<file path="src/rtl/sha1_pkg.sv">
// SHA-1 hasher package: initial hash values, round constants and the
// command and status structs between controller and datapath.
// No dependencies.
package sha1_pkg;

	localparam logic [31:0] H0 = 32'h67452301;
	localparam logic [31:0] H1 = 32'hEFCDAB89;
	localparam logic [31:0] H2 = 32'h98BADCFE;
	localparam logic [31:0] H3 = 32'h10325476;
	localparam logic [31:0] H4 = 32'hC3D2E1F0;

	localparam logic [31:0] K0 = 32'h5A827999;
	localparam logic [31:0] K1 = 32'h6ED9EBA1;
	localparam logic [31:0] K2 = 32'h8F1BBCDC;
	localparam logic [31:0] K3 = 32'hCA62C1D6;

	localparam logic [7:0] PAD_BYTE = 8'h80;
	localparam logic [6:0] LAST_ROUND = 7'd79;

	// source of the byte shifted into the block buffer
	typedef enum logic [1:0] {
		SRC_DATA,
		SRC_PAD,
		SRC_ZERO,
		SRC_LEN
	} byte_src_t;

	// round function group: rounds 0-19, 20-39, 40-59, 60-79
	typedef enum logic [1:0] {
		PH_CH,
		PH_PAR1,
		PH_MAJ,
		PH_PAR2
	} round_phase_t;

	typedef struct packed {
		logic         put;
		byte_src_t    src;
		logic         restart;
		logic         count;
		logic         load;
		logic         round;
		round_phase_t phase;
		logic         final_add;
		logic         emit;
	} dp_cmd_t;

	typedef struct packed {
		logic fill_last;
		logic fill_ge56;
		logic out_busy;
	} dp_sts_t;

endpackage

</file>
<file path="src/rtl/sha1_dp.sv">
// SHA-1 datapath: 512-bit block buffer that doubles as the message schedule
// window, round registers, chaining words, bit count and output register.
// Depends on sha1_pkg.
module sha1_dp import sha1_pkg::*; (
	input  logic           clk,
	input  logic           arst_n,
	input  logic [7:0]     data_byte,
	input  dp_cmd_t        cmd,
	output dp_sts_t        sts,
	input  logic           m_tready,
	output logic           m_tvalid,
	output logic [159:0]   m_tdata
);

	logic [511:0] blk_q;
	logic [5:0]   fill_q;
	logic [63:0]  bits_q;
	logic [31:0]  chain_q [5];
	logic [31:0]  a_q, b_q, c_q, d_q, e_q;
	logic [159:0] out_q;
	logic         out_valid_q;

	logic [63:0]  len_shift;
	logic [7:0]   in_byte;
	logic [31:0]  w0, w2, w8, w13, w_new;
	logic [31:0]  f_val, k_val, t_val;

	// pick the byte to append
	assign len_shift = bits_q << {fill_q[2:0], 3'b000};
	always_comb begin
		case (cmd.src)
			SRC_DATA: in_byte = data_byte;
			SRC_PAD:  in_byte = PAD_BYTE;
			SRC_ZERO: in_byte = 8'h00;
			SRC_LEN:  in_byte = len_shift[63:56];
			default:  in_byte = 8'h00;
		endcase
	end

	// schedule taps: word i of the window sits at the top minus 32*i
	assign w0    = blk_q[511:480];
	assign w2    = blk_q[447:416];
	assign w8    = blk_q[255:224];
	assign w13   = blk_q[95:64];
	assign w_new = {w13[30:0] ^ w8[30:0] ^ w2[30:0] ^ w0[30:0],
		w13[31] ^ w8[31] ^ w2[31] ^ w0[31]};

	// round function and constant
	always_comb begin
		case (cmd.phase)
			PH_CH: begin
				f_val = (b_q & c_q) | (~b_q & d_q);
				k_val = K0;
			end
			PH_PAR1: begin
				f_val = b_q ^ c_q ^ d_q;
				k_val = K1;
			end
			PH_MAJ: begin
				f_val = (b_q & c_q) | (b_q & d_q) | (c_q & d_q);
				k_val = K2;
			end
			PH_PAR2: begin
				f_val = b_q ^ c_q ^ d_q;
				k_val = K3;
			end
			default: begin
				f_val = 32'h0;
				k_val = 32'h0;
			end
		endcase
	end
	assign t_val = {a_q[26:0], a_q[31:27]} + f_val + e_q + k_val + w0;

	// shift bytes in, or advance the schedule window one word per round
	always_ff @(posedge clk) begin
		if (cmd.put) begin
			blk_q <= {blk_q[503:0], in_byte};
		end else if (cmd.round) begin
			blk_q <= {blk_q[479:0], w_new};
		end
	end

	// working variables
	always_ff @(posedge clk) begin
		if (cmd.load) begin
			a_q <= chain_q[0];
			b_q <= chain_q[1];
			c_q <= chain_q[2];
			d_q <= chain_q[3];
			e_q <= chain_q[4];
		end else if (cmd.round) begin
			a_q <= t_val;
			b_q <= a_q;
			c_q <= {b_q[1:0], b_q[31:2]};
			d_q <= c_q;
			e_q <= d_q;
		end
	end

	// fill count, bit count and chaining words
	always_ff @(posedge clk or negedge arst_n) begin
		if (!arst_n) begin
			fill_q     <= '0;
			bits_q     <= '0;
			chain_q[0] <= H0;
			chain_q[1] <= H1;
			chain_q[2] <= H2;
			chain_q[3] <= H3;
			chain_q[4] <= H4;
		end else begin
			if (cmd.put) begin
				fill_q <= fill_q + 6'd1;
			end
			if (cmd.count) begin
				bits_q <= cmd.restart ? 64'd8 : bits_q + 64'd8;
			end
			if (cmd.restart) begin
				chain_q[0] <= H0;
				chain_q[1] <= H1;
				chain_q[2] <= H2;
				chain_q[3] <= H3;
				chain_q[4] <= H4;
			end else if (cmd.final_add) begin
				chain_q[0] <= chain_q[0] + a_q;
				chain_q[1] <= chain_q[1] + b_q;
				chain_q[2] <= chain_q[2] + c_q;
				chain_q[3] <= chain_q[3] + d_q;
				chain_q[4] <= chain_q[4] + e_q;
			end
		end
	end

	// output register: load on emit, drop valid once the transfer completes
	always_ff @(posedge clk or negedge arst_n) begin
		if (!arst_n) begin
			out_valid_q <= 1'b0;
		end else if (cmd.emit) begin
			out_valid_q <= 1'b1;
		end else if (m_tready) begin
			out_valid_q <= 1'b0;
		end
	end

	always_ff @(posedge clk) begin
		if (cmd.emit) begin
			out_q <= {chain_q[4], chain_q[3], chain_q[2], chain_q[1], chain_q[0]};
		end
	end

	assign m_tvalid      = out_valid_q;
	assign m_tdata       = out_q;
	assign sts.fill_last = (fill_q == 6'd63);
	assign sts.fill_ge56 = (fill_q[5:3] == 3'b111);
	assign sts.out_busy  = out_valid_q && !m_tready;

endmodule

</file>
<file path="src/rtl/sha1_ctrl.sv">
// SHA-1 controller: accepts input transfers, sequences padding, the 80
// rounds of each block, the chaining update and digest emission.
// Depends on sha1_pkg.
module sha1_ctrl import sha1_pkg::*; (
	input  logic    clk,
	input  logic    arst_n,
	input  logic    s_tvalid,
	output logic    s_tready,
	input  logic    kind,
	input  dp_sts_t sts,
	output dp_cmd_t cmd
);

	typedef enum logic [2:0] {
		ST_IDLE,
		ST_PAD,
		ST_ROUND,
		ST_FINAL,
		ST_EMIT
	} state_t;

	state_t     state_q;
	logic [6:0] rnd_q;
	logic       fin_q;
	logic       two_blk_q;
	logic       done_q;
	logic       acc;

	assign s_tready = (state_q == ST_IDLE);
	assign acc      = s_tvalid && s_tready;

	// decode datapath commands
	always_comb begin
		cmd = '0;
		cmd.src = SRC_DATA;
		if (rnd_q < 7'd20) begin
			cmd.phase = PH_CH;
		end else if (rnd_q < 7'd40) begin
			cmd.phase = PH_PAR1;
		end else if (rnd_q < 7'd60) begin
			cmd.phase = PH_MAJ;
		end else begin
			cmd.phase = PH_PAR2;
		end
		case (state_q)
			ST_IDLE: begin
				if (acc && !kind) begin
					cmd.put     = 1'b1;
					cmd.count   = 1'b1;
					cmd.restart = done_q;
				end else if (acc && !done_q) begin
					cmd.put = 1'b1;
					cmd.src = SRC_PAD;
				end
			end
			ST_PAD: begin
				cmd.put = 1'b1;
				cmd.src = (sts.fill_ge56 && !two_blk_q) ? SRC_LEN : SRC_ZERO;
			end
			ST_ROUND: cmd.round     = 1'b1;
			ST_FINAL: cmd.final_add = 1'b1;
			ST_EMIT:  cmd.emit      = !sts.out_busy;
			default: ;
		endcase
		// a put that completes the block loads the working variables
		cmd.load = cmd.put && !cmd.restart && sts.fill_last;
	end

	// hold state, round count and message flags
	always_ff @(posedge clk or negedge arst_n) begin
		if (!arst_n) begin
			state_q   <= ST_IDLE;
			rnd_q     <= '0;
			fin_q     <= 1'b0;
			two_blk_q <= 1'b0;
			done_q    <= 1'b0;
		end else begin
			case (state_q)
				ST_IDLE: begin
					if (acc && !kind) begin
						done_q <= 1'b0;
						if (!done_q && sts.fill_last) begin
							rnd_q   <= '0;
							state_q <= ST_ROUND;
						end
					end else if (acc && done_q) begin
						state_q <= ST_EMIT;
					end else if (acc) begin
						fin_q     <= 1'b1;
						two_blk_q <= sts.fill_ge56;
						rnd_q     <= '0;
						state_q   <= sts.fill_last ? ST_ROUND : ST_PAD;
					end
				end
				ST_PAD: begin
					if (sts.fill_last) begin
						rnd_q   <= '0;
						state_q <= ST_ROUND;
					end
				end
				ST_ROUND: begin
					rnd_q <= rnd_q + 7'd1;
					if (rnd_q == LAST_ROUND) begin
						state_q <= ST_FINAL;
					end
				end
				ST_FINAL: begin
					if (!fin_q) begin
						state_q <= ST_IDLE;
					end else if (two_blk_q) begin
						two_blk_q <= 1'b0;
						state_q   <= ST_PAD;
					end else begin
						fin_q   <= 1'b0;
						done_q  <= 1'b1;
						state_q <= ST_EMIT;
					end
				end
				ST_EMIT: begin
					if (!sts.out_busy) begin
						state_q <= ST_IDLE;
					end
				end
				default: state_q <= ST_IDLE;
			endcase
		end
	end

	a_emit_free: assert property (@(posedge clk) disable iff (!arst_n)
		cmd.emit |-> !sts.out_busy)
		else $error("digest emitted while output register still holds a result");

	a_round_range: assert property (@(posedge clk) disable iff (!arst_n)
		state_q == ST_ROUND |-> rnd_q <= LAST_ROUND)
		else $error("round counter out of range");

	a_done_emit: assert property (@(posedge clk) disable iff (!arst_n)
		$rose(done_q) |-> state_q == ST_EMIT)
		else $error("digest completed without moving to emit");

	a_load_round: assert property (@(posedge clk) disable iff (!arst_n)
		cmd.load |=> state_q == ST_ROUND && rnd_q == 7'd0)
		else $error("full block did not start compression at round zero");

endmodule

</file>
<file path="src/rtl/sha1_message_hasher.sv">
// SHA-1 message hasher: streams message bytes in one transfer per byte and
// returns the 160-bit digest on a finish transfer. A byte transfer is taken
// whenever the controller is idle; the byte that completes a 64-byte block
// then holds the input off for the compression loop of 80 rounds, one round
// per cycle, and the chaining add. A finish inserts padding one byte per
// cycle up to the end of the block, the finish transfer's own pad byte
// included, compresses one or two blocks (the second after a full block of
// padding) and then loads the digest into the output register, once that
// register is free; a repeated finish loads the cached digest again, once
// the output register is free.
// A byte after a finish starts a new message. The digest is held in an
// output register, so bytes of the next message are taken while it waits.
// Depends on sha1_pkg, sha1_ctrl and sha1_dp.
module sha1_message_hasher import sha1_pkg::*; (
	input  logic         clk,
	input  logic         arst_n,
	input  logic         s_tvalid,
	output logic         s_tready,
	input  logic [7:0]   s_tdata,   // [7:0] data_byte
	input  logic [0:0]   s_tuser,   // [0] kind: 0 message byte, 1 finish
	output logic         m_tvalid,
	input  logic         m_tready,
	output logic [159:0] m_tdata    // digest_word0 .. digest_word4, 32 bits each
);

	dp_cmd_t cmd;
	dp_sts_t sts;

	// sequence transfers, padding and rounds
	sha1_ctrl u_ctrl (
		.clk      (clk),
		.arst_n   (arst_n),
		.s_tvalid (s_tvalid),
		.s_tready (s_tready),
		.kind     (s_tuser[0]),
		.sts      (sts),
		.cmd      (cmd)
	);

	// hold block, schedule, chaining words and digest register
	sha1_dp u_dp (
		.clk       (clk),
		.arst_n    (arst_n),
		.data_byte (s_tdata),
		.cmd       (cmd),
		.sts       (sts),
		.m_tready  (m_tready),
		.m_tvalid  (m_tvalid),
		.m_tdata   (m_tdata)
	);

endmodule

</file>
<file path="config.mk">
export PLATFORM = sky130hd
export DESIGN_NAME = sha1_message_hasher
export DESIGN_NICKNAME = d
export VERILOG_FILES = /design/src/rtl/sha1_pkg.sv /design/src/rtl/sha1_dp.sv /design/src/rtl/sha1_ctrl.sv /design/src/rtl/sha1_message_hasher.sv
export SDC_FILE = /design/constraint.sdc
export NUM_CORES = 2
export LEC_CHECK = 0
export BUFFER_PORTS_ARGS = -buffer_cell sky130_fd_sc_hd__buf_2
export CAP_MARGIN = 30
export CORE_MARGIN = 4
export CORE_UTILIZATION = 55
export CTS_CLUSTER_DIAMETER = 50
export DETAILED_ROUTE_END_ITERATION = 16
export GPL_TIMING_DRIVEN = 0
export HOLD_SLACK_MARGIN = 0.12
export PLACE_DENSITY = 0.84
export SYNTH_ARGS = -nofsm -noshare
export SYNTH_HDL_FRONTEND = slang
export SYNTH_HIERARCHICAL = 1
export SYNTH_SLANG_ARGS = --single-unit
</file>
<file path="constraint.sdc">
create_clock -name clk -period 36.7 [get_ports clk]
set_clock_uncertainty 0.2 [all_clocks]
set_input_delay 7.34 -clock clk [delete_from_list [all_inputs] [get_ports clk]]
set_output_delay 7.34 -clock clk [all_outputs]
set_load 0.005 [all_outputs]
</file>
Yosys cells after proc, flatten, opt, wreduce, memory -nomap -nowiden
Cells that the tools add are included.
Word-level totals
  logic and storage cells: 173
  input port bits: 13
  flip-flop bits (word level): 1076
  output and inout port bits: 162
Cells by class
  muxes and demuxes: 65
  magnitude comparators: 3
  equality and inequality tests: 26
  bitwise operators: 16
  shifts and indexed selects: 1
  reduce and logical (&&, ||, !) cells: 30
  add/subtract/negate cells: 12
Operators with widths (count)
  2-to-1 mux 512 bit: 2
  2-to-1 mux 160 bit: 2
  2-to-1 mux 32 bit: 10
  adder 32 bit: 9
  bitwise AND 32 bit: 4
  case mux 32 bit (4 select lines): 1
  bitwise OR 32 bit: 3
  case mux 32 bit (3 select lines): 1
  bitwise XOR 31 bit: 3
  adder 64 x 4 -> 64 bit (second input constant): 1
  2-to-1 mux 64 bit: 1
  left shift 64 x 6 -> 64 bit: 1
  bitwise XOR 32 bit: 2
  2-to-1 mux 7 bit: 5
  inverter 32 bit: 1
  case mux 8 bit (4 select lines): 1
  2-to-1 mux 3 bit: 10
  case mux 7 bit (3 select lines): 1
  2-to-1 mux 1 bit: 20
  case mux 3 bit (5 select lines): 1
  AND reduction 5 bit: 3
  less-than comparator 7 x 6 -> 1 bit (second input constant): 2
  2-to-1 mux 2 bit: 6
  != test 2 bit (second input constant): 6
  24 further kinds: 57

Logic depth before layout (Yosys ltp)
  word-level depth: 13
  mapped depth: 26
  mapped depth without buffers: 23

Modules after synthesis
Netlist, hierarchy kept.
Modules (own cells, without submodules)
  sha1_dp: seq. area each 30789.5 um2, cells each 4431, instances 1, area an instance 56843.3 um2
  sha1_ctrl: seq. area each 325.3 um2, cells each 98, instances 1, area an instance 934.6 um2

Worst setup path before layout
Ideal clock, no wire load.
  path type: input port to flip-flop
  from: in m_tready
  to: reg u_dp.out_valid_q (netlist: u_dp/m_tvalid)
  required time: 36336 ps
  path buffers: 0
  library setup time: 164 ps
  data arrival time: 24946 ps
  stages on the path: 3
  slack: 11390 ps
  cell sequence: nor2b_1 nor4b_1 or2_2
RTL lines
  start, declared: line sha1_message_hasher.sv:22  | input logic m_tready,
  end signal, assigned: line sha1_dp.sv:137  | out_valid_q <= 1'b0;
  end signal, assigned: line sha1_dp.sv:139  | out_valid_q <= 1'b1;
  end signal, assigned: line sha1_dp.sv:141  | out_valid_q <= 1'b0;
  end, declared: line sha1_dp.sv:21  | logic out_valid_q;

==> flow_summary.json <==
{
  "status": "completed",
  "ys_ff_latch": 1073,
  "viasPerCell": 6.29,
  "final_antenna_net_count": 0,
  "nets": 5224,
  "critPathMaxFanout": 64,
  "cts_root_buf": "clkbuf_16",
  "syn_avg_cell_area_um2": 12.8,
  "dp_hpwl_um": 127000,
  "synth-edff-count": 832,
  "slew_violations": 0,
  "ys.flop_type": "edfxtp_1",
  "clock-sinks": 1073,
  "cts_tree": "built",
  "hp-class": "flip-flop to flip-flop",
  "synthArstFlopShare_pct": 22.5,
  "min_to": "u_dp/fill_q[5]$_DFFE_PN0P_",
  "finalSetupTns_ns": 0,
  "synth.distinct_cells": 101,
  "die_w_um": 332,
  "yosys-top-cells-area": "edfxtp_1, mux2_2, dfrtp_1, fa_1, ha_1",
  "start_util_pct": 55.6,
  "final_layout_size_suffix_gt1_share_pct": 23.7,
  "worstPathArrival_ns": 11.91,
  "area_growth_pct": 13.5,
  "fill_cells": 7554,
  "die_area_mm2": 0.110,
  "grt_pass1_wl_um": 251000,
  "fmax_mhz": 85.1,
  "worst_setup_path_start_kind": "input port",
  "postCtsHoldBufs": 0,
  "cp-end-kind": "flip-flop",
  "ys_top_cells_by_count": "edfxtp_1, mux2_2, a21oi_1, nand2_1, inv_1",
  "fp-row-count": 118,
  "cts_max_level": 3,
  "gp_congestion": 1.00,
  "numCtsBuffers": 120,
  "finalHoldViolations": 0,
  "yosysTopAreaCell": "edfxtp_1",
  "wl_per_cell_um": 26.7,
  "cts.path.max_buffers": 3,
  "clkTransAtPathRegs_ns": 0.06,
  "postCtsSetupBuffers": 0,
  "grt_pass1_vias": 40015,
  "synth_top_area_share_pct": 43.2,
  "ys_warn_count": 6,
  "groute.usage.overall_pct": 30.2,
  "reg2reg_from": "u_ctrl/rnd_q[4]$_DFFE_PN0P_",
  "remaining_drc_errors": 0,
  "routed_wl_um": 171000,
  "rsz0062_at_grt": "no",
  "max_slew_margin_pct": 24.2,
  "grt_max_degree": 103,
  "min-delay-start": "u_dp/fill_q[5]$_DFFE_PN0P_",
  "worstSkewPairLatency_ns": 0.76,
  "setup_violations": 0,
  "first_pass_iters": 6,
  "final_core_util_pct": 63.1,
  "multi_input_area_mm2": 0.0250,
  "r2r_setup_slack_ns": 27.94,
  "regArea_mm2": 0.0311,
  "io_buffer_count": 174,
  "antenna_found_initial": 3,
  "gr-total-overflow": 0,
  "core-area_mm2": 0.104,
  "hold_depth": 1,
  "yosysMostFrequentCell": "edfxtp_1",
  "worst_pin_slew_ns": 1.14,
  "regToRegEndpoint": "u_dp/a_q[31]$_DFFE_PP_",
  "die_y_um": 332,
  "drt_iter0_markers": 4296,
  "netlist_area_mm2": 0.0578,
  "timing.final.crit_share_pct": 32.0,
  "cap_violations": 0,
  "critPathKind": "input port to flip-flop",
  "post_cts_resized": 0,
  "ys_seq_area_share_pct": 53.9,
  "r2r_cells": 25,
  "ios": 175,
  "synthCells": 4529,
  "cp_data_required_time_ns": 36.86,
  "vias": 40084,
  "fin_crit_ns": 11.75,
  "synth_fp_nets": 4867
}
worst max-delay path by stage:
stage / from / to / slack (ns)
finish: s_tvalid / u_dp/d_q[29]$_DFFE_PP_ / 24.95
global route: s_tvalid / u_dp/d_q[29]$_DFFE_PP_ / 24.94
CTS: s_tvalid / u_dp/d_q[29]$_DFFE_PP_ / 25.16
detailed placement: s_tvalid / u_dp/d_q[29]$_DFFE_PP_ / 24.39
global placement: m_tready / u_dp/m_tvalid$_DFFE_PN0P_ / 4.12
floorplan: m_tready / u_dp/m_tvalid$_DFFE_PN0P_ / 11.39
worst max-delay path, cell delays in order:
cell      delay (ns)
buf_2           0.16
and2b_4         0.19
o21ai_1         0.11
nor3_1          0.51
clkbuf_1        0.50
clkbuf_1        0.82
clkbuf_1        0.87
or2_4           0.84
buf_16          0.40
through the flow:
| stage | hold slack, ns | cells | setup WS (ns) | instance area (um^2) |
|---|---|---|---|---|
| floorplan | 0.235 | 4529 | 11.39 | 57800 |
| global placement | 0.249 | 6083 | 4.12 | 60400 |
| detailed placement | 0.253 | 6141 | 24.39 | 61300 |
| CTS | 0.285 | 6370 | 25.16 | 65500 |
| global route | 0.289 | 6373 | 24.94 | 65600 |
| finish | 0.289 | 6377 | 24.95 | 65600 |
state kept, by name, indices dropped and copies added (netlist names):
| register | cells |
|---|---|
| u_dp/d_q | 32 |
| u_dp/chain_q | 160 |
| u_dp/blk_q | 512 |
| u_dp/bits_q | 61 |
| u_ctrl/fin_q | 1 |
| u_ctrl/state_q | 3 |
| u_dp/m_tvalid | 1 |
| u_dp/e_q | 32 |
| u_ctrl/two_blk_q | 1 |
| u_dp/a_q | 32 |
| u_dp/m_tdata | 160 |
| u_dp/b_q | 32 |
| u_ctrl/rnd_q | 7 |
| u_dp/fill_q | 6 |
| u_ctrl/done_q | 1 |
| u_dp/c_q | 32 |
logic make-up after synthesis:
logic type / after synthesis / share of synthesized area (%)
compound gates: 906 / 10.0
flops: 1073 / 53.9
fa+ha+maj: 326 / 8.68
simple gates: 815 / 6.81
xor+xnor: 282 / 4.27
buf+inv: 442 / 2.92
mux: 685 / 13.4
area by class of cell:
type	count	area share (%)
repair buffers	235	2.74
multi-input cells	3014	38.1
clock buffers	146	4.89
clock inverters	83	1.59
flip-flops and latches	1073	47.5
well taps	1380	2.63
diodes	4	0.0153
inverters	252	1.45
plain buffers	190	1.13
layout by cell type, fill, tap and decap left out, types with 23 or more instances in the layout:
master / synthesis / layout
xnor2_1: 189 / 189
a21o_1: 92 / 92
buf_2: 3 / 176
clkbuf_16: 0 / 122
nor2_1: 237 / 237
nand4_1: 32 / 32
ha_1: 200 / 200
a31oi_1: 23 / 23
o21ai_0: 238 / 238
clkbuf_1: 171 / 188
a21oi_1: 258 / 258
mux2i_1: 73 / 73
edfxtp_1: 832 / 832
a211o_1: 26 / 26
a221oi_1: 27 / 27
xor2_1: 93 / 93
dfstp_2: 80 / 80
o21bai_1: 32 / 32
o211ai_1: 29 / 29
or3_1: 32 / 32
nor2b_1: 25 / 25
nand2_1: 258 / 258
and3_1: 32 / 32
nand3_1: 56 / 56
fa_1: 125 / 125
inv_1: 251 / 251
dfrtp_1: 161 / 161
nor3_1: 40 / 40
a211oi_1: 37 / 37
mux2_2: 599 / 599
metal layers:
metal	vias up	routed length (um)	track usage, %
met2	2163	81500	50.2
met1	19942	62100	37.3
met5	-	18	0
met3	491	15300	5.38
li1	17486	-	-
met4	2	11600	17.4
Power is not shown: default switching activity piles up to over one toggle a cycle in this logic, so the estimate is an artifact.
